--- src/rtl/vdet_pkg.sv ---
// shared constants and types of the windowed vibration detector
`default_nettype none

package vdet_pkg;

	localparam int SAMPLE_W   = 16;
	localparam int JOINTS     = 8;
	localparam int THR_W      = 15;
	localparam int WINDOW_DEF = 16;
	localparam int OUT_DEPTH  = 8;

	localparam logic [THR_W-1:0] THR_RESET = 15'd1024;

	// per-stage control shared by all lanes
	typedef struct packed {
		logic acc;
		logic vld_s1;
		logic full_s1;
		logic vld_s3;
		logic chk_s5;
	} lane_ctl_t;

	typedef struct packed {
		logic [JOINTS-1:0] axis_flags;
		logic              any_vibration;
	} res_t;

endpackage

`default_nettype wire

--- src/rtl/vdet_lane.sv ---
// one joint: sample window, running sums and the deviation test
`default_nettype none

module vdet_lane #(
	parameter int WINDOW = vdet_pkg::WINDOW_DEF
) (
	input  logic                                 clk,
	input  logic                                 arst_n,
	input  vdet_pkg::lane_ctl_t                  ctl,
	input  logic [$clog2(WINDOW)-1:0]            slot,
	input  logic signed [vdet_pkg::SAMPLE_W-1:0] sample,
	input  logic [31+2*$clog2(WINDOW)-1:0]       lim,
	output logic                                 flag_s6
);
	import vdet_pkg::*;

	localparam int LOGW  = $clog2(WINDOW);
	localparam int SUM_W = SAMPLE_W + LOGW;
	localparam int SQ_W  = 31 + LOGW;
	localparam int ACC_W = SQ_W + 1;
	localparam int NSQ_W = 31 + 2 * LOGW;
	localparam int D_W   = SAMPLE_W + 1;

	logic signed [SAMPLE_W-1:0] mem [WINDOW];
	logic signed [SAMPLE_W-1:0] old_s1;
	logic signed [SAMPLE_W-1:0] new_s1;
	logic signed [SAMPLE_W-1:0] old_eff;
	logic signed [D_W-1:0]      diff_c;
	logic signed [D_W-1:0]      pair_c;
	logic signed [D_W-1:0]      diff_s2;
	logic signed [D_W-1:0]      pair_s2;
	logic signed [2*D_W-1:0]    prod_c;
	logic signed [31:0]         prod_s3;
	logic signed [SUM_W-1:0]    sum_q;
	logic signed [SUM_W-1:0]    sum_s3;
	logic signed [SUM_W-1:0]    sum_s4;
	logic signed [ACC_W-1:0]    sq_q;
	logic signed [2*SUM_W-1:0]  ssq_c;
	logic [NSQ_W-1:0]           nsq_s5;
	logic [NSQ_W-1:0]           ssq_s5;
	logic [NSQ_W:0]             bound_c;

	// before the window is full the oldest slot holds nothing yet
	assign old_eff = ctl.full_s1 ? old_s1 : '0;
	assign diff_c  = {new_s1[SAMPLE_W-1], new_s1} - {old_eff[SAMPLE_W-1], old_eff};
	assign pair_c  = {new_s1[SAMPLE_W-1], new_s1} + {old_eff[SAMPLE_W-1], old_eff};
	// new^2 - old^2 as a single product
	assign prod_c  = diff_s2 * pair_s2;
	assign ssq_c   = sum_s4 * sum_s4;
	assign bound_c = {1'b0, ssq_s5} + {1'b0, lim};

	// read of the oldest sample happens before it is overwritten
	always_ff @(posedge clk) begin
		if (ctl.acc) begin
			old_s1    <= mem[slot];
			mem[slot] <= sample;
			new_s1    <= sample;
		end
		diff_s2 <= diff_c;
		pair_s2 <= pair_c;
		prod_s3 <= prod_c[31:0];
		sum_s3  <= sum_q;
		sum_s4  <= sum_s3;
		nsq_s5  <= NSQ_W'(sq_q[SQ_W-1:0]) * NSQ_W'(WINDOW);
		ssq_s5  <= ssq_c[NSQ_W-1:0];
		flag_s6 <= ctl.chk_s5 && ({1'b0, nsq_s5} > bound_c);
	end

	always_ff @(posedge clk or negedge arst_n) begin
		if (!arst_n) begin
			sum_q <= '0;
			sq_q  <= '0;
		end else begin
			if (ctl.vld_s1) begin
				sum_q <= sum_q + SUM_W'(diff_c);
			end
			if (ctl.vld_s3) begin
				sq_q <= sq_q + ACC_W'(prod_s3);
			end
		end
	end

endmodule

`default_nettype wire

--- config.mk ---
export PLATFORM = sky130hd
export DESIGN_NAME = vdet_lane
export DESIGN_NICKNAME = d
export VERILOG_FILES = /design/src/rtl/vdet_pkg.sv /design/src/rtl/vdet_lane.sv
export SDC_FILE = /design/constraint.sdc
export NUM_CORES = 2
export LEC_CHECK = 0
export ABC_AREA = 1
export BUFFER_PORTS_ARGS = -buffer_cell sky130_fd_sc_hd__clkbuf_2
export CAP_MARGIN = 5
export CORE_MARGIN = 2
export CORE_UTILIZATION = 42
export DETAILED_ROUTE_END_ITERATION = 12
export GPL_TIMING_DRIVEN = 0
export HOLD_SLACK_MARGIN = 0.12
export PLACE_DENSITY = 0.7
export SYNTH_ARGS = -nofsm -noshare
export SYNTH_HDL_FRONTEND = slang
export SYNTH_SLANG_ARGS = --single-unit
--- constraint.sdc ---
create_clock -name clk -period 5.9 [get_ports clk]
set_input_delay 1.18 -clock clk [delete_from_list [all_inputs] [get_ports clk]]
set_output_delay 1.18 -clock clk [all_outputs]
set_load 0.1 [all_outputs]
==> metrics.txt <==
# TYPE chip_impl_metric gauge
chip_impl_metric{name="via_count_of_the_first_global_routing_pass",unit=""} 39600
chip_impl_metric{name="mappedNetlistNets",unit=""} 6787
chip_impl_metric{name="clock-sinks",unit=""} 522
chip_impl_metric{name="max-slew-margin-rel",unit="%"} 31.89
chip_impl_metric{name="synthesis.yosys.warnings",unit=""} 0
chip_impl_metric{name="rrSetupSlack",unit="ns"} -0.29
chip_impl_metric{name="grt_start_max_net_pins",unit=""} 56
chip_impl_metric{name="worst_hold_path.num_cells",unit=""} 0
chip_impl_metric{name="dp.final_hpwl",unit="um"} 110800
chip_impl_metric{name="placedInstanceArea",unit="um^2"} 52370
chip_impl_metric{name="area.growth.synth_to_final",unit="%"} 15.56
chip_impl_metric{name="grt_first_pass_wirelength",unit="um"} 216700
chip_impl_metric{name="synth-seq-area-share",unit="%"} 27.31
chip_impl_info{name="setup_repair_after_global_routing_missed_its_margin",value="true"} 1
chip_impl_metric{name="netlist_instances",unit=""} 5711
chip_impl_metric{name="postLayoutCellArea",unit="um^2"} 57580
chip_impl_metric{name="period_minus_slack",unit="ns"} 6.187
chip_impl_metric{name="area.sequential",unit="um^2"} 13730
chip_impl_metric{name="viasPerCell",unit=""} 5.174
chip_impl_info{name="worst_setup_path_start_kind",value="register"} 1
chip_impl_metric{name="final.period_utilization",unit="%"} 104.9
chip_impl_metric{name="num-nets-final",unit=""} 7019
chip_impl_info{name="cts_root_buf",value="sky130_fd_sc_hd__clkbuf_16"} 1
chip_impl_metric{name="vias",unit=""} 38930
chip_impl_metric{name="fmax",unit="GHz"} 0.1616
chip_impl_metric{name="io_pins",unit=""} 67
chip_impl_metric{name="weighted_congestion_reported_at_the_end_of_routability_driven_placement",unit=""} 0.9827
chip_impl_metric{name="post_route_cells_drive_above_1_share",unit="%"} 13.82
chip_impl_metric{name="final-setup-viol-count",unit=""} 18
chip_impl_info{name="min_delay_worst_type",value="reg2reg"} 1
chip_impl_metric{name="slew_viol_final",unit=""} 0
chip_impl_metric{name="asyncSetResetFlopFracSynth",unit="%"} 10.54
chip_impl_metric{name="layout.filler_cells",unit=""} 10830
chip_impl_metric{name="final.setup_skew",unit="ns"} 0.08878
chip_impl_metric{name="crit_arrival",unit="ns"} 6.66
chip_impl_metric{name="clk_path_buf_depth",unit=""} 3
chip_impl_info{name="dominantRegCellSynth",value="sky130_fd_sc_hd__edfxtp_1"} 1
chip_impl_metric{name="htree_levels",unit=""} 2
chip_impl_metric{name="drv.max_cap_violation_count",unit=""} 0
chip_impl_metric{name="drt_wl_total",unit="um"} 140100
chip_impl_metric{name="floorplan.die_area",unit="um^2"} 121400
chip_impl_metric{name="postRouteAntennaNets",unit=""} 0
chip_impl_metric{name="synth_edf_count",unit=""} 288
chip_impl_metric{name="whs",unit="ns"} 0.3189
chip_impl_info{name="outcome",value="finished, violations left"} 1
chip_impl_metric{name="yosys.cell_types.count",unit=""} 46
chip_impl_metric{name="yosys_register_bits",unit=""} 522
chip_impl_metric{name="die_y",unit="um"} 348.4
chip_impl_metric{name="hold_violations_final",unit=""} 0
chip_impl_metric{name="drc",unit=""} 0
chip_impl_metric{name="area_inside_the_core_boundary",unit="um^2"} 117900
chip_impl_metric{name="multi_input_gate_area_in_the_final_layout",unit="um^2"} 32380
chip_impl_metric{name="dpl.cell_count",unit=""} 7324
chip_impl_info{name="critPathCaptureType",value="register"} 1
chip_impl_metric{name="antenna_found_initial",unit=""} 4
chip_impl_metric{name="drt-wirelength-per-cell",unit="um"} 18.62
chip_impl_metric{name="finish.cell_count_without_fillers",unit=""} 7524
chip_impl_metric{name="grt-ovfl-total",unit=""} 0
chip_impl_metric{name="cts-buffers-inserted",unit=""} 52
chip_impl_metric{name="tightestPinTransition",unit="ns"} 1.021
chip_impl_metric{name="die_width",unit="um"} 348.4
chip_impl_info{name="violations",value="setup timing"} 1
chip_impl_metric{name="globalRouteTotalUtil",unit="%"} 22.87
chip_impl_info{name="timing_worst_setup_path_type",value="reg2reg"} 1
chip_impl_metric{name="syn-mean-instance-area",unit="um^2"} 8.725
chip_impl_info{name="tritoncts",value="yes"} 1
chip_impl_metric{name="post_synth_instance_area",unit="um^2"} 49830
chip_impl_metric{name="cp.required",unit="ns"} 6.37
chip_impl_metric{name="timing.critical_path.fanout_max",unit=""} 8
chip_impl_metric{name="reg2reg_depth",unit=""} 25
chip_impl_metric{name="initial_utilization",unit="%"} 42.25
chip_impl_metric{name="io_buffers",unit=""} 63
chip_impl_metric{name="clkLatencyLatePin",unit="ns"} 0.67
chip_impl_metric{name="placementRows",unit=""} 126
chip_impl_metric{name="drt_iter0_drc",unit=""} 3196
chip_impl_metric{name="clkSlewWorstSetupHoldPaths",unit="ns"} 0.07
chip_impl_metric{name="detailedPlace.worstSlack",unit="ns"} -1.414
chip_impl_metric{name="postLayoutSetupSlackWorst",unit="ns"} -0.2874
chip_impl_metric{name="drt-pass1-iter-count",unit=""} 6
-- area by class of cell --
class,count,area share (%)
multi-input combinational,3750,56.24
sequential,522,23.84
inverter,1276,8.344
tap,1536,3.338
timing repair buffer,208,3.009
clock buffer,59,2.340
buffer,133,2.156
clock inverter,38,0.7301
antenna,2,0.008692
-- worst max-delay path, cell delays in order (launching register included) --
cell and delay (ns):
sky130_fd_sc_hd__dfxtp_4 0.40, sky130_fd_sc_hd__buf_12 0.12, sky130_fd_sc_hd__clkbuf_16 0.15, sky130_fd_sc_hd__nand2_8 0.06
sky130_fd_sc_hd__fa_1 0.48, sky130_fd_sc_hd__inv_2 0.14, sky130_fd_sc_hd__fa_2 0.51, sky130_fd_sc_hd__buf_4 0.17
sky130_fd_sc_hd__buf_6 0.11, sky130_fd_sc_hd__fa_1 0.47, sky130_fd_sc_hd__inv_1 0.05, sky130_fd_sc_hd__fa_1 0.53
sky130_fd_sc_hd__inv_1 0.05, sky130_fd_sc_hd__fa_1 0.47, sky130_fd_sc_hd__inv_1 0.05, sky130_fd_sc_hd__fa_1 0.48
sky130_fd_sc_hd__fa_1 0.55, sky130_fd_sc_hd__inv_2 0.05, sky130_fd_sc_hd__ha_4 0.24, sky130_fd_sc_hd__a21o_1 0.21
sky130_fd_sc_hd__a31oi_4 0.21, sky130_fd_sc_hd__o21ai_2 0.09, sky130_fd_sc_hd__a21oi_2 0.14, sky130_fd_sc_hd__nand3_1 0.09
sky130_fd_sc_hd__nand2_1 0.08, sky130_fd_sc_hd__nand2_2 0.07
-- layer usage --
metal | wire (um) | GRT usage, %
met1 | 56850 | 30.28
met2 | 66950 | 38.28
met3 | 11220 | 3.709
met4 | 5041 | 7.407
met5 | 19 | 0
-- synthesized netlist by cell type (3+ instances only) --
cell	count	area (um^2)
sky130_fd_sc_hd__nand2b_1	3	18.77
sky130_fd_sc_hd__nand3b_1	27	202.7
sky130_fd_sc_hd__a21o_1	19	142.6
sky130_fd_sc_hd__or2_0	16	100.1
sky130_fd_sc_hd__xnor2_1	56	490.5
sky130_fd_sc_hd__fa_1	662	13250
sky130_fd_sc_hd__a21oi_1	296	1481
sky130_fd_sc_hd__o21bai_1	25	187.7
sky130_fd_sc_hd__nand3_1	159	795.8
sky130_fd_sc_hd__or2_2	23	143.9
sky130_fd_sc_hd__dfrtp_1	55	1376
sky130_fd_sc_hd__o21ai_0	131	655.6
sky130_fd_sc_hd__a22oi_2	25	312.8
sky130_fd_sc_hd__a21boi_0	6	45.04
sky130_fd_sc_hd__inv_2	5	18.77
sky130_fd_sc_hd__clkbuf_1	124	465.5
sky130_fd_sc_hd__buf_4	3	22.52
sky130_fd_sc_hd__inv_1	1271	4771
sky130_fd_sc_hd__o21ai_2	3	26.28
sky130_fd_sc_hd__xor2_1	93	814.5
sky130_fd_sc_hd__edfxtp_1	288	8648
sky130_fd_sc_hd__dfxtp_1	179	3583
sky130_fd_sc_hd__nor2_1	326	1224
sky130_fd_sc_hd__buf_2	14	70.07
sky130_fd_sc_hd__or3_1	16	100.1
sky130_fd_sc_hd__buf_1	10	37.54
sky130_fd_sc_hd__nand2_1	1291	4846
sky130_fd_sc_hd__ha_1	348	4354
sky130_fd_sc_hd__a31oi_1	15	93.84
sky130_fd_sc_hd__nor4_1	7	43.79
sky130_fd_sc_hd__a22oi_1	103	773.2
sky130_fd_sc_hd__nor3_1	41	205.2
sky130_fd_sc_hd__nand4_1	42	262.8
sky130_fd_sc_hd__buf_6	12	135.1
-- stage by stage --
stage	utilization, %	TNS, ns
2_1_floorplan	-	0
3_3_place_gp	44.18	-32.02
3_5_place_dp	44.41	-33.76
4_1_cts	47.92	-1.771
5_1_grt	48.83	-6.065
6_report	48.83	-3.142
-- kinds of logic (layout without fill, tap and decap cells) --
kind of cell,after synthesis,count (layout),share of synthesized area [%]
buf+inv,1439,1714,11.08
flops,522,522,27.31
other cells,0,2,0
compound gates,636,636,7.661
simple gates,1955,1955,16.00
xor+xnor,149,149,2.619
fa+ha+maj,1010,1010,35.34
-- placed cells by master, fill, tap and decap left out, types with 26 or more instances in the layout --
master and count:
sky130_fd_sc_hd__a21oi_1 250, sky130_fd_sc_hd__a21oi_2 30, sky130_fd_sc_hd__a22oi_1 103, sky130_fd_sc_hd__buf_4 115
sky130_fd_sc_hd__buf_6 30, sky130_fd_sc_hd__clkbuf_1 30, sky130_fd_sc_hd__clkbuf_16 65, sky130_fd_sc_hd__clkbuf_2 72
sky130_fd_sc_hd__dfrtp_1 55, sky130_fd_sc_hd__dfxtp_1 137, sky130_fd_sc_hd__dfxtp_4 26, sky130_fd_sc_hd__edfxtp_1 288
sky130_fd_sc_hd__fa_1 644, sky130_fd_sc_hd__ha_1 311, sky130_fd_sc_hd__ha_4 33, sky130_fd_sc_hd__inv_1 1208
sky130_fd_sc_hd__inv_2 63, sky130_fd_sc_hd__nand2_1 1217, sky130_fd_sc_hd__nand2_2 51, sky130_fd_sc_hd__nand3_1 158
sky130_fd_sc_hd__nand3b_1 27, sky130_fd_sc_hd__nand4_1 42, sky130_fd_sc_hd__nor2_1 274, sky130_fd_sc_hd__nor2_2 36
sky130_fd_sc_hd__nor3_1 32, sky130_fd_sc_hd__o21ai_0 106, sky130_fd_sc_hd__xnor2_1 55, sky130_fd_sc_hd__xor2_1 84
-- flip-flops by register name (all words and copies together) (netlist names) --
register	flops
ssq_s5	38
mem	256
nsq_s5	35
sum_s4	20
pair_s2	17
old_s1	16
flag_s6	1
sum_q	20
sq_q	35
prod_s3	32
diff_s2	16
sum_s3	20
new_s1	16
-- path summary, 6_finish.rpt --
check,startpoint,to
min in group asynchronous,arst_n,sq_q[27]$_DFFE_PN0P_
min reg2reg,sum_s3[8]$_DFF_P_,sum_s4[8]$_DFF_P_
max reg2reg,sum_s4[19]$_DFF_P_,ssq_s5[37]$_DFF_P_
max in group asynchronous,arst_n,sum_q[16]$_DFFE_PN0P_
max,sum_s4[19]$_DFF_P_,ssq_s5[37]$_DFF_P_
min,sum_s3[8]$_DFF_P_,sum_s4[8]$_DFF_P_
-- what timing repair did --
item / 4_1_cts / 5_1_grt
setup endpoints to repair: 46 / 39
gates resized for setup: 508 / 237
pin swaps: 144 / 110
hold buffers: 0 / 0
cloned: 1 / 2
setup buffers: 78 / 50
Power is not shown: default switching activity piles up to over one toggle a cycle in this logic, so the estimate is an artifact.
