### src/rtl/vdet_pkg.sv
// shared constants and types of the windowed vibration detector
`default_nettype none

package vdet_pkg;

	localparam int SAMPLE_W   = 16;
	localparam int JOINTS     = 8;
	localparam int THR_W      = 15;
	localparam int WINDOW_DEF = 16;
	localparam int OUT_DEPTH  = 8;

	localparam logic [THR_W-1:0] THR_RESET = 15'd1024;

	// per-stage control shared by all lanes
	typedef struct packed {
		logic acc;
		logic vld_s1;
		logic full_s1;
		logic vld_s3;
		logic chk_s5;
	} lane_ctl_t;

	typedef struct packed {
		logic [JOINTS-1:0] axis_flags;
		logic              any_vibration;
	} res_t;

endpackage

`default_nettype wire

### src/rtl/vdet_if.sv
// channel interfaces: sample vector in, flag result out
`default_nettype none


interface vdet_out_if;
	import vdet_pkg::*;

	logic              valid;
	logic              ready;
	logic [JOINTS-1:0] axis_flags;
	logic              any_vibration;

	modport source (output valid, axis_flags, any_vibration, input ready);
	modport sink (input valid, axis_flags, any_vibration, output ready);
endinterface

`default_nettype wire

### src/rtl/vdet_merge.sv
// merging stage: combines lane flags and queues results for the receiver
`default_nettype none

module vdet_merge (
	input  logic                        clk,
	input  logic                        arst_n,
	input  logic                        push,
	input  logic [vdet_pkg::JOINTS-1:0] flags,
	vdet_out_if.source                  out_ch
);
	import vdet_pkg::*;

	localparam int PTR_W = $clog2(OUT_DEPTH);
	localparam int CNT_W = $clog2(OUT_DEPTH + 1);

	res_t             fifo [OUT_DEPTH];
	res_t             head;
	logic [PTR_W-1:0] wr_q;
	logic [PTR_W-1:0] rd_q;
	logic [CNT_W-1:0] cnt_q;
	logic             pop;

	assign head                 = fifo[rd_q];
	assign out_ch.valid         = (cnt_q != '0);
	assign out_ch.axis_flags    = head.axis_flags;
	assign out_ch.any_vibration = head.any_vibration;
	assign pop                  = out_ch.valid & out_ch.ready;

	always_ff @(posedge clk) begin
		if (push) begin
			fifo[wr_q] <= '{axis_flags: flags, any_vibration: |flags};
		end
	end

	// room is guaranteed by the credit count at the input
	always_ff @(posedge clk or negedge arst_n) begin
		if (!arst_n) begin
			wr_q  <= '0;
			rd_q  <= '0;
			cnt_q <= '0;
		end else begin
			if (push) begin
				wr_q <= wr_q + 1'b1;
			end
			if (pop) begin
				rd_q <= rd_q + 1'b1;
			end
			unique case ({push, pop})
				2'b10:   cnt_q <= cnt_q + 1'b1;
				2'b01:   cnt_q <= cnt_q - 1'b1;
				default: cnt_q <= cnt_q;
			endcase
		end
	end

endmodule

`default_nettype wire

### src/flat_wrapper.sv
// flat-port wrapper written by rule: the top's interface ports become plain ports
module vdet_merge_flat import vdet_pkg::*;
  (clk, arst_n, push, flags, out_ch_valid, out_ch_axis_flags, out_ch_any_vibration, out_ch_ready);
  vdet_out_if out_ch_i ();
  input  logic clk;
  input  logic arst_n;
  input  logic push;
  input  logic [vdet_pkg::JOINTS-1:0] flags;
  output wire logic [$bits(out_ch_i.valid)-1:0] out_ch_valid;
  output wire logic [$bits(out_ch_i.axis_flags)-1:0] out_ch_axis_flags;
  output wire logic [$bits(out_ch_i.any_vibration)-1:0] out_ch_any_vibration;
  input wire logic [$bits(out_ch_i.ready)-1:0] out_ch_ready;
  assign out_ch_valid = out_ch_i.valid;
  assign out_ch_axis_flags = out_ch_i.axis_flags;
  assign out_ch_any_vibration = out_ch_i.any_vibration;
  assign out_ch_i.ready = out_ch_ready;
  vdet_merge u_core (.clk(clk), .arst_n(arst_n), .push(push), .flags(flags), .out_ch(out_ch_i));
endmodule
### config.mk
export PLATFORM = sky130hd
export DESIGN_NAME = vdet_merge_flat
export DESIGN_NICKNAME = d
export VERILOG_FILES = /design/src/rtl/vdet_pkg.sv /design/src/rtl/vdet_if.sv /design/src/rtl/vdet_merge.sv /design/src/flat_wrapper.sv
export SDC_FILE = /design/constraint.sdc
export NUM_CORES = 1
export LEC_CHECK = 0
export BUFFER_PORTS_ARGS = -buffer_cell sky130_fd_sc_hd__buf_2
export CORE_UTILIZATION = 40
export CTS_CLUSTER_SIZE = 14
export DETAILED_ROUTE_END_ITERATION = 7
export PLACE_DENSITY = 0.67
export SYNTH_ARGS = -nofsm -noshare
export SYNTH_HDL_FRONTEND = slang
export SYNTH_SLANG_ARGS = --single-unit
### constraint.sdc
create_clock -name clk -period 2.6 [get_ports clk]
set_input_delay 0.13 -clock clk [delete_from_list [all_inputs] [get_ports clk]]
set_output_delay 0.13 -clock clk [all_outputs]
set_load 0.005 [all_outputs]
==> metrics.md, run 1 <==
| Metric | Value |
|---|---|
| Latest clock arrival within the worst-skew pair | `340 ps` |
| WS Path Type | `flop to flop` |
| Port Buffers | `21` |
| CP max FO | `6` |
| Pwr dens | `1060 mW/mm^2` |
| Worst r2r path cells | `10` |
| Initial drt markers | `70` |
| Req. time, crit path | `2830 ps` |
| #FFs+latches synth | `82` |
| Worst setup margin | `between 150 and 200 ps` |
| Hold buffers post-CTS | `1` |
| Total global-route track usage | `0.152` |
| Final Hold Vio Count | `0` |
| Crit path DAT | `2650 ps` |
| Number of max-cap violations | `0` |
| DR WL/cell | `18.5 um` |
| Placer Congestion | `0.757` |
| Die width | `93.8 um` |
| Pin count of the biggest net entering global routing | `19` |
| Max Freq | `414 MHz` |
| Layout Cells excl Fill | `311` |
| Core Region | `0.00818 sq mm` |
| Synth warnings | `0` |
| Cells after DPL | `between 200 and 300` |
| R2R setup slack | `about 180 ps` |
| Total global routing overflow | `0` |
| DP HPWL | `3750 um` |
| Layout Nets | `218` |
| Die Span Y | `~94 um` |
| Post_cts resized | `0` |
| Post-CTS Repair Setup Buffers | `0` |
| Die ar. | `0.00879 sq mm` |
| Synth Net Count | `178` |
| Post-Syn Area | `0.00337 sq mm` |
| Number of top-level pins | `22` |
| Min-Delay Endpoint | `u_core.wr_q[0]$_DFFE_PN0P_` |
| Worst slew margin | `0.513` |
| Sequential element share of the synthesized area | `0.716` |
| Critical path endpoint category | `flop` |
| Pre-CTS setup slack | `181 ps` |
| Most frequent cells in the layout | `edfxtp_1 (72), buf_2 (21), buf_4 (12)` |
| Via/cell ratio | `5.04` |
| Leading post-synthesis cells by cell area | `edfxtp_1 (64%), dfrtp_1 (7.4%), mux4_1 (7.0%), mux4_2 (6.0%), mux2_4 (4.0%)` |
| CTS Buf Count | `9` |
| Detailed Routing Iterations Pass 1 | `4` |
| Tcrit/Tclk final | `0.929` |
| Area grow syn2layout | `15.1%` |
| Critical Path Start Type | `flop` |
| Routed Antenna Nets | `0` |
| Vias in the first global route | `1692` |
| Post-Syn Area per Cell | `~21 sq um` |
| Ant diodes | `0` |
| Initial Util | `0.412` |
| Design Power | `0.00409 W` |
| CTS H-tree depth | `3` |
| Hold Startpoint | `push` |
| Setup Skew | `9.80 ps` |
| Final setup vio count | `0` |
| Yosys top cell by area | `edfxtp_1` |
| Worst r2r src | `u_core.cnt_q[0]$_DFFE_PN0P_` |
| Reg-to-reg endpoint | `u_core.cnt_q[2]$_DFFE_PN0P_` |
| DRC Markers | `0` |
| RSZ-0062 raised after global routing | `no` |
| Synth Instances | `roughly 160` |
| CTS sink cnt | `around 80` |
| Clock Tree Buf Depth | `2` |
| Run status | `finished, final reports clean` |
| CTS tree | `done` |
| LEAKAGE | `1.39 nW` |
| Initial antenna violation count | `0` |
| Root buf cell | `clkbuf_8` |
| Post-synth top area share | `0.642` |
| Final Max Tran Viols | `0` |
| Setup tns final | `0 ps` |
| EDFF count, synth | `72` |
| Worst VDD drop | `574 uV` |
| Hold WC Path Type | `input port to flop` |
| Least-Margin Pin Slew | `731 ps` |
| Synth cell types | `26` |
| Commonest non-fill, non-tap cell in the layout | `edfxtp_1` |
| FP Rows | `33` |
| First-pass GRT wire length | `9190 um` |
| Routed via count | `between 1500 and 2000` |
| Asr flop ratio synth | `0.122` |
| Share of layout cells above drive strength 1 | `0.335` |
| Reg clk slew, reported paths | `80 ps` |
| Top_reg_cell synth | `edfxtp_1` |
| Layout Utilization | `0.474` |
| Tmin final | `2420 ps` |
| Hold depth | `2` |
| Drt total wl | `5760 um` |
area by class of cell:
cell class | count | area [sq um]
multi-input combinational | 72 | 905
clock inverter | 6 | 90.1
timing repair buffer | 34 | 205
tap | 105 | 131
inverter | 2 | 7.51
fill | 687 | 4300
sequential | 82 | 2410
clock buffer | 10 | 128
worst max-delay path, cell delays in order, from the launching register on:
cell and delay, ps:
dfrtp_1 440, or4_4 560, nand2_1 140, inv_1 80
ha_1 240, xor2_1 160, ha_1 180, a21oi_1 140
xor2_1 160, nor2_1 60, xor2_1 140
power breakdown:
part / internal [W] / switching, W
logic: 0.000731 / 0.000522
clock network: 0.000545 / 0.000444
registers: 0.00168 / 0.000172
stage by stage:
stage / hold slack (ps) / instance area (sq um)
after detailed placement: 11.5 / 3650
after floorplan: -166 / 3370
after global routing: 54.6 / 3880
after CTS: 36.9 / 3880
after global placement: 6.92 / 3650
final: 54.9 / 3880
per-layer routing:
layer  vias to the layer above  GRT usage  share of wire
met3                         5     0.0574          0.039
met4                         0     0.0423          0.011
met5                         -          0              0
li1                        732          -              -
met2                        31      0.243           0.50
met1                       798      0.192           0.45
kinds of logic (layout without fill, tap and decap cells):
family / count (synthesis) / count (layout) / share of synthesized area
compound gates: 3 / 3 / 0.00445
xor+xnor: 9 / 9 / 0.0234
fa+ha+maj: 5 / 5 / 0.0186
buf+inv: 7 / 52 / 0.0156
flops: 82 / 82 / 0.716
mux: 31 / 31 / 0.183
simple gates: 24 / 24 / 0.0386
synthesized netlist by cell type (all sizes together) (3+ instances only):
library cell	count
dfrtp	10
nor2	7
buf	4
nand2	5
nand2b	3
mux4	18
xor2	5
edfxtp	72
ha	5
xnor2	4
mux2	12
worst max path at each step:
| stage | from | end | slack (ps) | cells after the start |
|---|---|---|---|---|
| final | u_core.cnt_q[0]$_DFFE_PN0P_ | u_core.cnt_q[2]$_DFFE_PN0P_ | 180 | 10 |
| after global routing | u_core.cnt_q[0]$_DFFE_PN0P_ | u_core.cnt_q[2]$_DFFE_PN0P_ | 10 | 10 |
| after CTS | u_core.cnt_q[0]$_DFFE_PN0P_ | u_core.cnt_q[2]$_DFFE_PN0P_ | 160 | 10 |
| after detailed placement | u_core.cnt_q[0]$_DFFE_PN0P_ | u_core.cnt_q[2]$_DFFE_PN0P_ | 180 | 10 |
| after global placement | u_core.cnt_q[0]$_DFFE_PN0P_ | u_core.cnt_q[2]$_DFFE_PN0P_ | 230 | 10 |
| after floorplan | u_core.cnt_q[0]$_DFFE_PN0P_ | u_core.cnt_q[2]$_DFFE_PN0P_ | 300 | 10 |
registers in the layout, summed over array words and instances, names as in the netlist:
register / flops
u_core.rd_q: 3
u_core.wr_q: 3
u_core.fifo: 72
u_core.cnt_q: 4
No activity file was read; power rests on OpenSTA's default activity.
==> inputs of run 2 (changes only) <==
--- a/config.mk
+++ b/config.mk
@@ -6,6 +6,7 @@
 export NUM_CORES = 1
 export LEC_CHECK = 0
 export BUFFER_PORTS_ARGS = -buffer_cell sky130_fd_sc_hd__buf_2
+export CORE_ASPECT_RATIO = 0.75
 export CORE_UTILIZATION = 40
 export CTS_CLUSTER_SIZE = 14
 export DETAILED_ROUTE_END_ITERATION = 7
==> metrics.md, run 2 (synthesized netlist as in run 1, its figures left out) <==
| Metric | Value |
|---|---|
| Detailed Routing Iterations Pass 1 | `4 (unchanged)` |
| DP HPWL | `3630 um (-3.4%)` |
| Layout Nets | `216 (-0.92%)` |
| Placer Congestion | `0.742 (-2.0%)` |
| Layout Cells excl Fill | `309 (-0.64%)` |
| Die Span Y | `81.5 um (-13%)` |
| Crit path max-delay family | `simple AND/OR/NAND/NOR gates` |
| Routed Antenna Nets | `0 (unchanged)` |
| Initial antenna violation count | `0 (unchanged)` |
| Hold WC Path Type | `input port to flop` |
| Core Region | `0.00802 sq mm (-1.9%)` |
| Reg-to-reg endpoint | `u_core.cnt_q[2]$_DFFE_PN0P_` |
| DR WL/cell | `18.1 um (-2.0%)` |
| CP max FO | `6 (unchanged)` |
| Worst r2r src | `u_core.cnt_q[0]$_DFFE_PN0P_` |
| Critical path depth | `10 (unchanged)` |
| Most frequent cells in the layout | `edfxtp_1 (72), buf_2 (21), buf_4 (10), dfrtp_1 (10)` |
| First-pass GRT wire length | `8880 um (-3.4%)` |
| Ant diodes | `0 (unchanged)` |
| Via/cell ratio | `4.95 (-1.6%)` |
| R2R setup slack | `190 ps (about the same)` |
| Crit path top cell by count | `xor2_1` |
| Final Max Tran Viols | `0 (unchanged)` |
| Cells after DPL | `292 (-0.68%)` |
| Critical path endpoint category | `flop` |
| Setup tns final | `0 ps (unchanged)` |
| Pwr dens | `1060 mW/mm^2 (about the same)` |
| Crit path DAT | `2650 ps (about the same)` |
| Crit path to | `u_core.cnt_q[2]$_DFFE_PN0P_` |
| Tcrit/Tclk final | `0.928 (-0.00118)` |
| Setup Skew | `9.82 ps (+0.0201 ps)` |
| Number of max-cap violations | `0 (unchanged)` |
| Req. time, crit path | `2840 ps (about the same)` |
| Largest register by flop count | `u_core.fifo` |
| WS Path Type | `flop to flop` |
| Max reg flops | `72 (unchanged)` |
| LEAKAGE | `1.37 nW (-1.2%)` |
| Run status | `finished, final reports clean` |
| CTS H-tree depth | `3 (unchanged)` |
| Layout Utilization | `0.481 (+0.00700)` |
| Total global routing overflow | `0 (unchanged)` |
| Final setup vio count | `0 (unchanged)` |
| CTS Buf Count | `9 (unchanged)` |
| Tmin final | `2410 ps (-3.07 ps)` |
| Die ar. | `0.00880 sq mm (about the same)` |
| Final Hold Vio Count | `0 (unchanged)` |
| Max Freq | `414 MHz (+0.13%)` |
| Total global-route track usage | `0.146 (-0.00513)` |
| Post_cts resized | `0 (unchanged)` |
| Root buf cell | `clkbuf_8` |
| Worst setup margin | `187 ps (+3.07 ps)` |
| Share of layout cells above drive strength 1 | `0.333 (-0.00162)` |
| Pre-CTS setup slack | `183 ps (+1.95 ps)` |
| CTS tree | `done` |
| CP cell instances | `or4_4 -> nand2_1 -> inv_1 -> ha_1 -> xor2_1 -> ha_1 -> a21oi_1 -> xor2_1 -> nor2_1 -> xor2_1` |
| Slowest CP cell | `or4_4` |
| Post-CTS Repair Setup Buffers | `0 (unchanged)` |
| Port Buffers | `21 (unchanged)` |
| Worst VDD drop | `483 uV (-16%)` |
| Worst r2r path cells | `10 (unchanged)` |
| Largest regs | `u_core.fifo x72, u_core.cnt_q x4` |
| Area grow syn2layout | `14.6%` |
| Hold buffers post-CTS | `1 (unchanged)` |
| Critical Path Start Type | `flop` |
| DRC Markers | `0 (unchanged)` |
| CP bufs+invs | `1 (unchanged)` |
| CTS sink cnt | `82 (unchanged)` |
| Vias in the first global route | `1553 (-8.2%)` |
| Hold Startpoint | `push` |
| Number of top-level pins | `22 (unchanged)` |
| # fillers | `664 (-3.3%)` |
| Worst slew margin | `0.512 (-0.00103)` |
| Latest clock arrival within the worst-skew pair | `350 ps (about the same)` |
| CP max stage delay | `560 ps (about the same)` |
| Initial Util | `0.420 (+0.00784)` |
| FP Rows | `28 (-15%)` |
| WHS | `44.5 ps (-10.5 ps)` |
| Crit path from | `u_core.cnt_q[0]$_DFFE_PN0P_` |
| Die width | `108 um (+15%)` |
| Pin count of the biggest net entering global routing | `21 (+2)` |
| RSZ-0062 raised after global routing | `no` |
| Clock Tree Buf Depth | `2 (unchanged)` |
| Reg clk slew, reported paths | `80 ps (about the same)` |
| Commonest non-fill, non-tap cell in the layout | `edfxtp_1` |
| Least-Margin Pin Slew | `732 ps (+1.55 ps)` |
| Initial drt markers | `46 (-34%)` |
| Routed via count | `1531 (-2.2%)` |
| Drt total wl | `5610 um (-2.6%)` |
run 2: cell types whose count changed in the layout (fill, tap and decap cells not counted):
cell	before	now
buf_4	12	10
clkinv_2	0	1
clkinv_4	2	0
clkinvlp_4	0	2
clkbuf_1	1	0
run 2: where the power goes:
group          leakage [nW]  internal [W]  switching [W]
sequential            0.762       0.00168       0.000178
clock                 0.103      0.000538       0.000435
combinational         0.505      0.000723       0.000524
total                  1.37       0.00294        0.00114
run 2: cell type report:
cell class / instances / area (sq um) / area share
flip-flops and latches: 82 / 2410 / 0.625
multi-input cells: 72 / 905 / 0.234
repair buffers: 32 / 190 / 0.0492
well taps: 105 / 131 / 0.0340
clock buffers: 9 / 124 / 0.0321
clock inverters: 7 / 92.6 / 0.0240
inverters: 2 / 7.51 / 0.00194
run 2: per-layer routing:
| metal | vias to the layer above | GRT usage | routed length (um) |
|---|---|---|---|
| met5 | - | 0 | 0 |
| met1 | 767 | 0.199 | 2720 |
| met2 | 29 | 0.221 | 2600 |
| met3 | 8 | 0.0437 | 194 |
| met4 | 0 | 0.0616 | 91 |
| li1 | 727 | - | - |
run 2: how the worst min path moves through the flow:
stage / cells past startpoint / endpoint
3_5_place_dp: 1 / u_core.wr_q[0]$_DFFE_PN0P_
6_report: 2 / u_core.wr_q[0]$_DFFE_PN0P_
3_3_place_gp: 1 / u_core.wr_q[0]$_DFFE_PN0P_
4_1_cts: 2 / u_core.wr_q[0]$_DFFE_PN0P_
5_1_grt: 3 / u_core.rd_q[2]$_DFFE_PN0N_
2_1_floorplan: 0 / u_core.cnt_q[0]$_DFFE_PN0P_
run 2: worst register-to-register path, stage by stage, from the launching register on:
cell and delay [ps]:
dfrtp_1 430, or4_4 560, nand2_1 150, inv_1 80, ha_1 250, xor2_1 170, ha_1 180, a21oi_1 150
xor2_1 160, nor2_1 60, xor2_1 130
run 2: stage by stage:
step           total power (W)  cell area [sq um]
3_5_place_dp           0.00316               3640
4_1_cts                0.00414               3860
6_report               0.00408               3860
2_1_floorplan          0.00279               3370
3_3_place_gp           0.00314               3640
5_1_grt                0.00431               3860
==> inputs of run 3 (changes only) <==
--- a/config.mk
+++ b/config.mk
@@ -8,6 +8,7 @@
 export BUFFER_PORTS_ARGS = -buffer_cell sky130_fd_sc_hd__buf_2
 export CORE_ASPECT_RATIO = 0.75
 export CORE_UTILIZATION = 40
+export CTS_BUF_LIST = sky130_fd_sc_hd__clkbuf_16
 export CTS_CLUSTER_SIZE = 14
 export DETAILED_ROUTE_END_ITERATION = 7
 export PLACE_DENSITY = 0.67
==> metrics.md, run 3 (synthesized netlist as in run 1, its figures left out) <==
| Metric | Value |
|---|---|
| # fillers | `656 (-1.2%)` |
| Least-Margin Pin Slew | `738 ps (+5.44 ps)` |
| Via/cell ratio | `4.98 (+0.52%)` |
| DP HPWL | `3630 um (unchanged)` |
| Tcrit/Tclk final | `0.928 (about the same)` |
| Clock share of power | `0.297 (+0.058)` |
| Req. time, crit path | `2810 ps (-30 ps)` |
| Die Span Y | `81.5 um (unchanged)` |
| Routed Antenna Nets | `0 (unchanged)` |
| Tmin final | `2410 ps (-0.511 ps)` |
| DR WL/cell | `18.2 um (about the same)` |
| Max Freq | `415 MHz (about the same)` |
| Most frequent cells in the layout | `edfxtp_1 (72), buf_2 (21), buf_4 (10), dfrtp_1 (10)` |
| Critical path endpoint category | `flop` |
| Layout Utilization | `0.494 (+0.0126)` |
| Initial antenna violation count | `0 (unchanged)` |
| Total global routing overflow | `0 (unchanged)` |
| CP max FO | `6 (unchanged)` |
| CTS sink cnt | `82 (unchanged)` |
| DP Area | `0.00364 sq mm (unchanged)` |
| LEAKAGE | `1.42 nW (+3.4%)` |
| Root buf cell | `clkbuf_16` |
| Critical Path Start Type | `flop` |
| WS Path Type | `flop to flop` |
| Cell-internal power | `0.00325 W (+10%)` |
| Largest regs | `u_core.fifo x72, u_core.cnt_q x4` |
| Layout Nets | `216 (unchanged)` |
| Die ar. | `0.00880 sq mm (unchanged)` |
| Post_cts resized | `0 (unchanged)` |
| Psw | `0.00118 W (+3.4%)` |
| Die width | `108 um (unchanged)` |
| FP Rows | `28 (unchanged)` |
| Port Buffers | `21 (unchanged)` |
| Initial drt markers | `45 (-2.2%)` |
| Register share of total power | `0.421 (-0.035)` |
| Placer Congestion | `0.742 (unchanged)` |
| Latest clock arrival within the worst-skew pair | `330 ps (-20 ps)` |
| Run status | `finished, final reports clean` |
| Initial Util | `0.420 (unchanged)` |
| Final Max Tran Viols | `0 (unchanged)` |
| First-pass GRT wire length | `8970 um (+1.0%)` |
| Total global-route track usage | `0.149 (+0.00214)` |
| Routed via count | `1539 (+0.52%)` |
| Reg clk slew, reported paths | `60 ps (-20 ps)` |
| Pin count of the biggest net entering global routing | `21 (unchanged)` |
| Largest register by flop count | `u_core.fifo` |
| DRC Markers | `0 (unchanged)` |
| Worst VDD drop | `612 uV (+27%)` |
| Pwr dens | `1120 mW/mm^2 (+5.6%)` |
| Clock Tree Buf Depth | `2 (unchanged)` |
| Design Power | `0.00442 W (+8.4%)` |
| Drt total wl | `5610 um (about the same)` |
| Detailed Routing Iterations Pass 1 | `4 (unchanged)` |
| Number of top-level pins | `22 (unchanged)` |
| CTS tree | `done` |
| Ant diodes | `0 (unchanged)` |
| Post-route cell area | `0.00396 sq mm (+2.6%)` |
| CTS Buf Count | `9 (unchanged)` |
| Setup tns final | `0 ps (unchanged)` |
| RSZ-0062 raised after global routing | `no` |
| Final Hold Vio Count | `0 (unchanged)` |
| Combinational power share | `0.282 (-0.024)` |
| WHS | `66.6 ps (+22.2 ps)` |
| Worst slew margin | `0.508 (-0.00363)` |
| Core Region | `0.00802 sq mm (unchanged)` |
| Commonest non-fill, non-tap cell in the layout | `edfxtp_1` |
| Hold WC Path Type | `input port to flop` |
| Number of max-cap violations | `0 (unchanged)` |
| Crit path DAT | `2630 ps (-20 ps)` |
| CTS H-tree depth | `3 (unchanged)` |
| Max reg flops | `72 (unchanged)` |
| Area grow syn2layout | `17.6%` |
| Share of layout cells above drive strength 1 | `0.333 (unchanged)` |
| Final setup vio count | `0 (unchanged)` |
| Setup Skew | `6.77 ps (-3.05 ps)` |
| Vias in the first global route | `1557 (+0.26%)` |
| Sw Ratio | `0.266 (-0.0127)` |
run 3: cell types whose count changed in the layout (fill, tap and decap cells not counted):
cell and delta:
clkbuf_8 -9, clkbuf_16 +9
run 3: critical path: stages (launching register included):
cell     delay [ps]
dfrtp_1         430
or4_4           560
nand2_1         150
inv_1            80
ha_1            250
xor2_1          170
ha_1            180
a21oi_1         150
xor2_1          160
nor2_1           60
xor2_1          130
run 3: worst paths after layout:
path / from / end / slack, ps / cells after the start
max: u_core.cnt_q[0]$_DFFE_PN0P_ / u_core.cnt_q[2]$_DFFE_PN0P_ / 190 / 10
min: push / u_core.wr_q[0]$_DFFE_PN0P_ / 70 / 2
max reg2reg: u_core.cnt_q[0]$_DFFE_PN0P_ / u_core.cnt_q[2]$_DFFE_PN0P_ / 190 / 10
min reg2reg: u_core.cnt_q[3]$_DFFE_PN0P_ / u_core.cnt_q[3]$_DFFE_PN0P_ / 480 / 1
max in group asynchronous: arst_n / u_core.rd_q[1]$_DFFE_PN0N_ / 2230 / 2
min in group asynchronous: arst_n / u_core.rd_q[0]$_DFFE_PN0N_ / 180 / 2
run 3: routing by layer:
layer	up-vias	track usage	part of all wire
li1	729	-	-
met1	769	0.201	0.47
met5	-	0	0
met4	0	0.0616	0.017
met2	29	0.223	0.47
met3	12	0.0484	0.039
run 3: stage by stage:
stage               instances  setup WS, ps
finish                    309           188
global route              309          33.2
CTS                       309           183
detailed placement        292           183
global placement          292           221
floorplan                 161           303
run 3: layout make-up:
| cell class | instances | area (sq um) | area share |
|---|---|---|---|
| Clock buffer | 9 | 225 | 0.0568 |
| Clock inverter | 7 | 92.6 | 0.0234 |
| Inverter | 2 | 7.51 | 0.00189 |
| Multi-Input combinational cell | 72 | 905 | 0.228 |
| Sequential cell | 82 | 2410 | 0.609 |
| Tap cell | 105 | 131 | 0.0331 |
| Timing Repair Buffer | 32 | 190 | 0.0480 |
run 3: power by group through the flow:
stage          clock network (W)  registers (W)  logic [W]
4_1_cts                  0.00134        0.00187    0.00128
3_3_place_gp                   0        0.00188    0.00125
6_report                 0.00131        0.00186    0.00125
3_5_place_dp                   0        0.00189    0.00127
2_1_floorplan                  0        0.00180   0.000994
5_1_grt                  0.00139        0.00189    0.00137
run 3: repair_timing:
item | 4_1_cts | 5_1_grt
hold buffers | 1 | 0
setup buffers | 0 | 0
endpoints found under the hold margin | 10 | 0
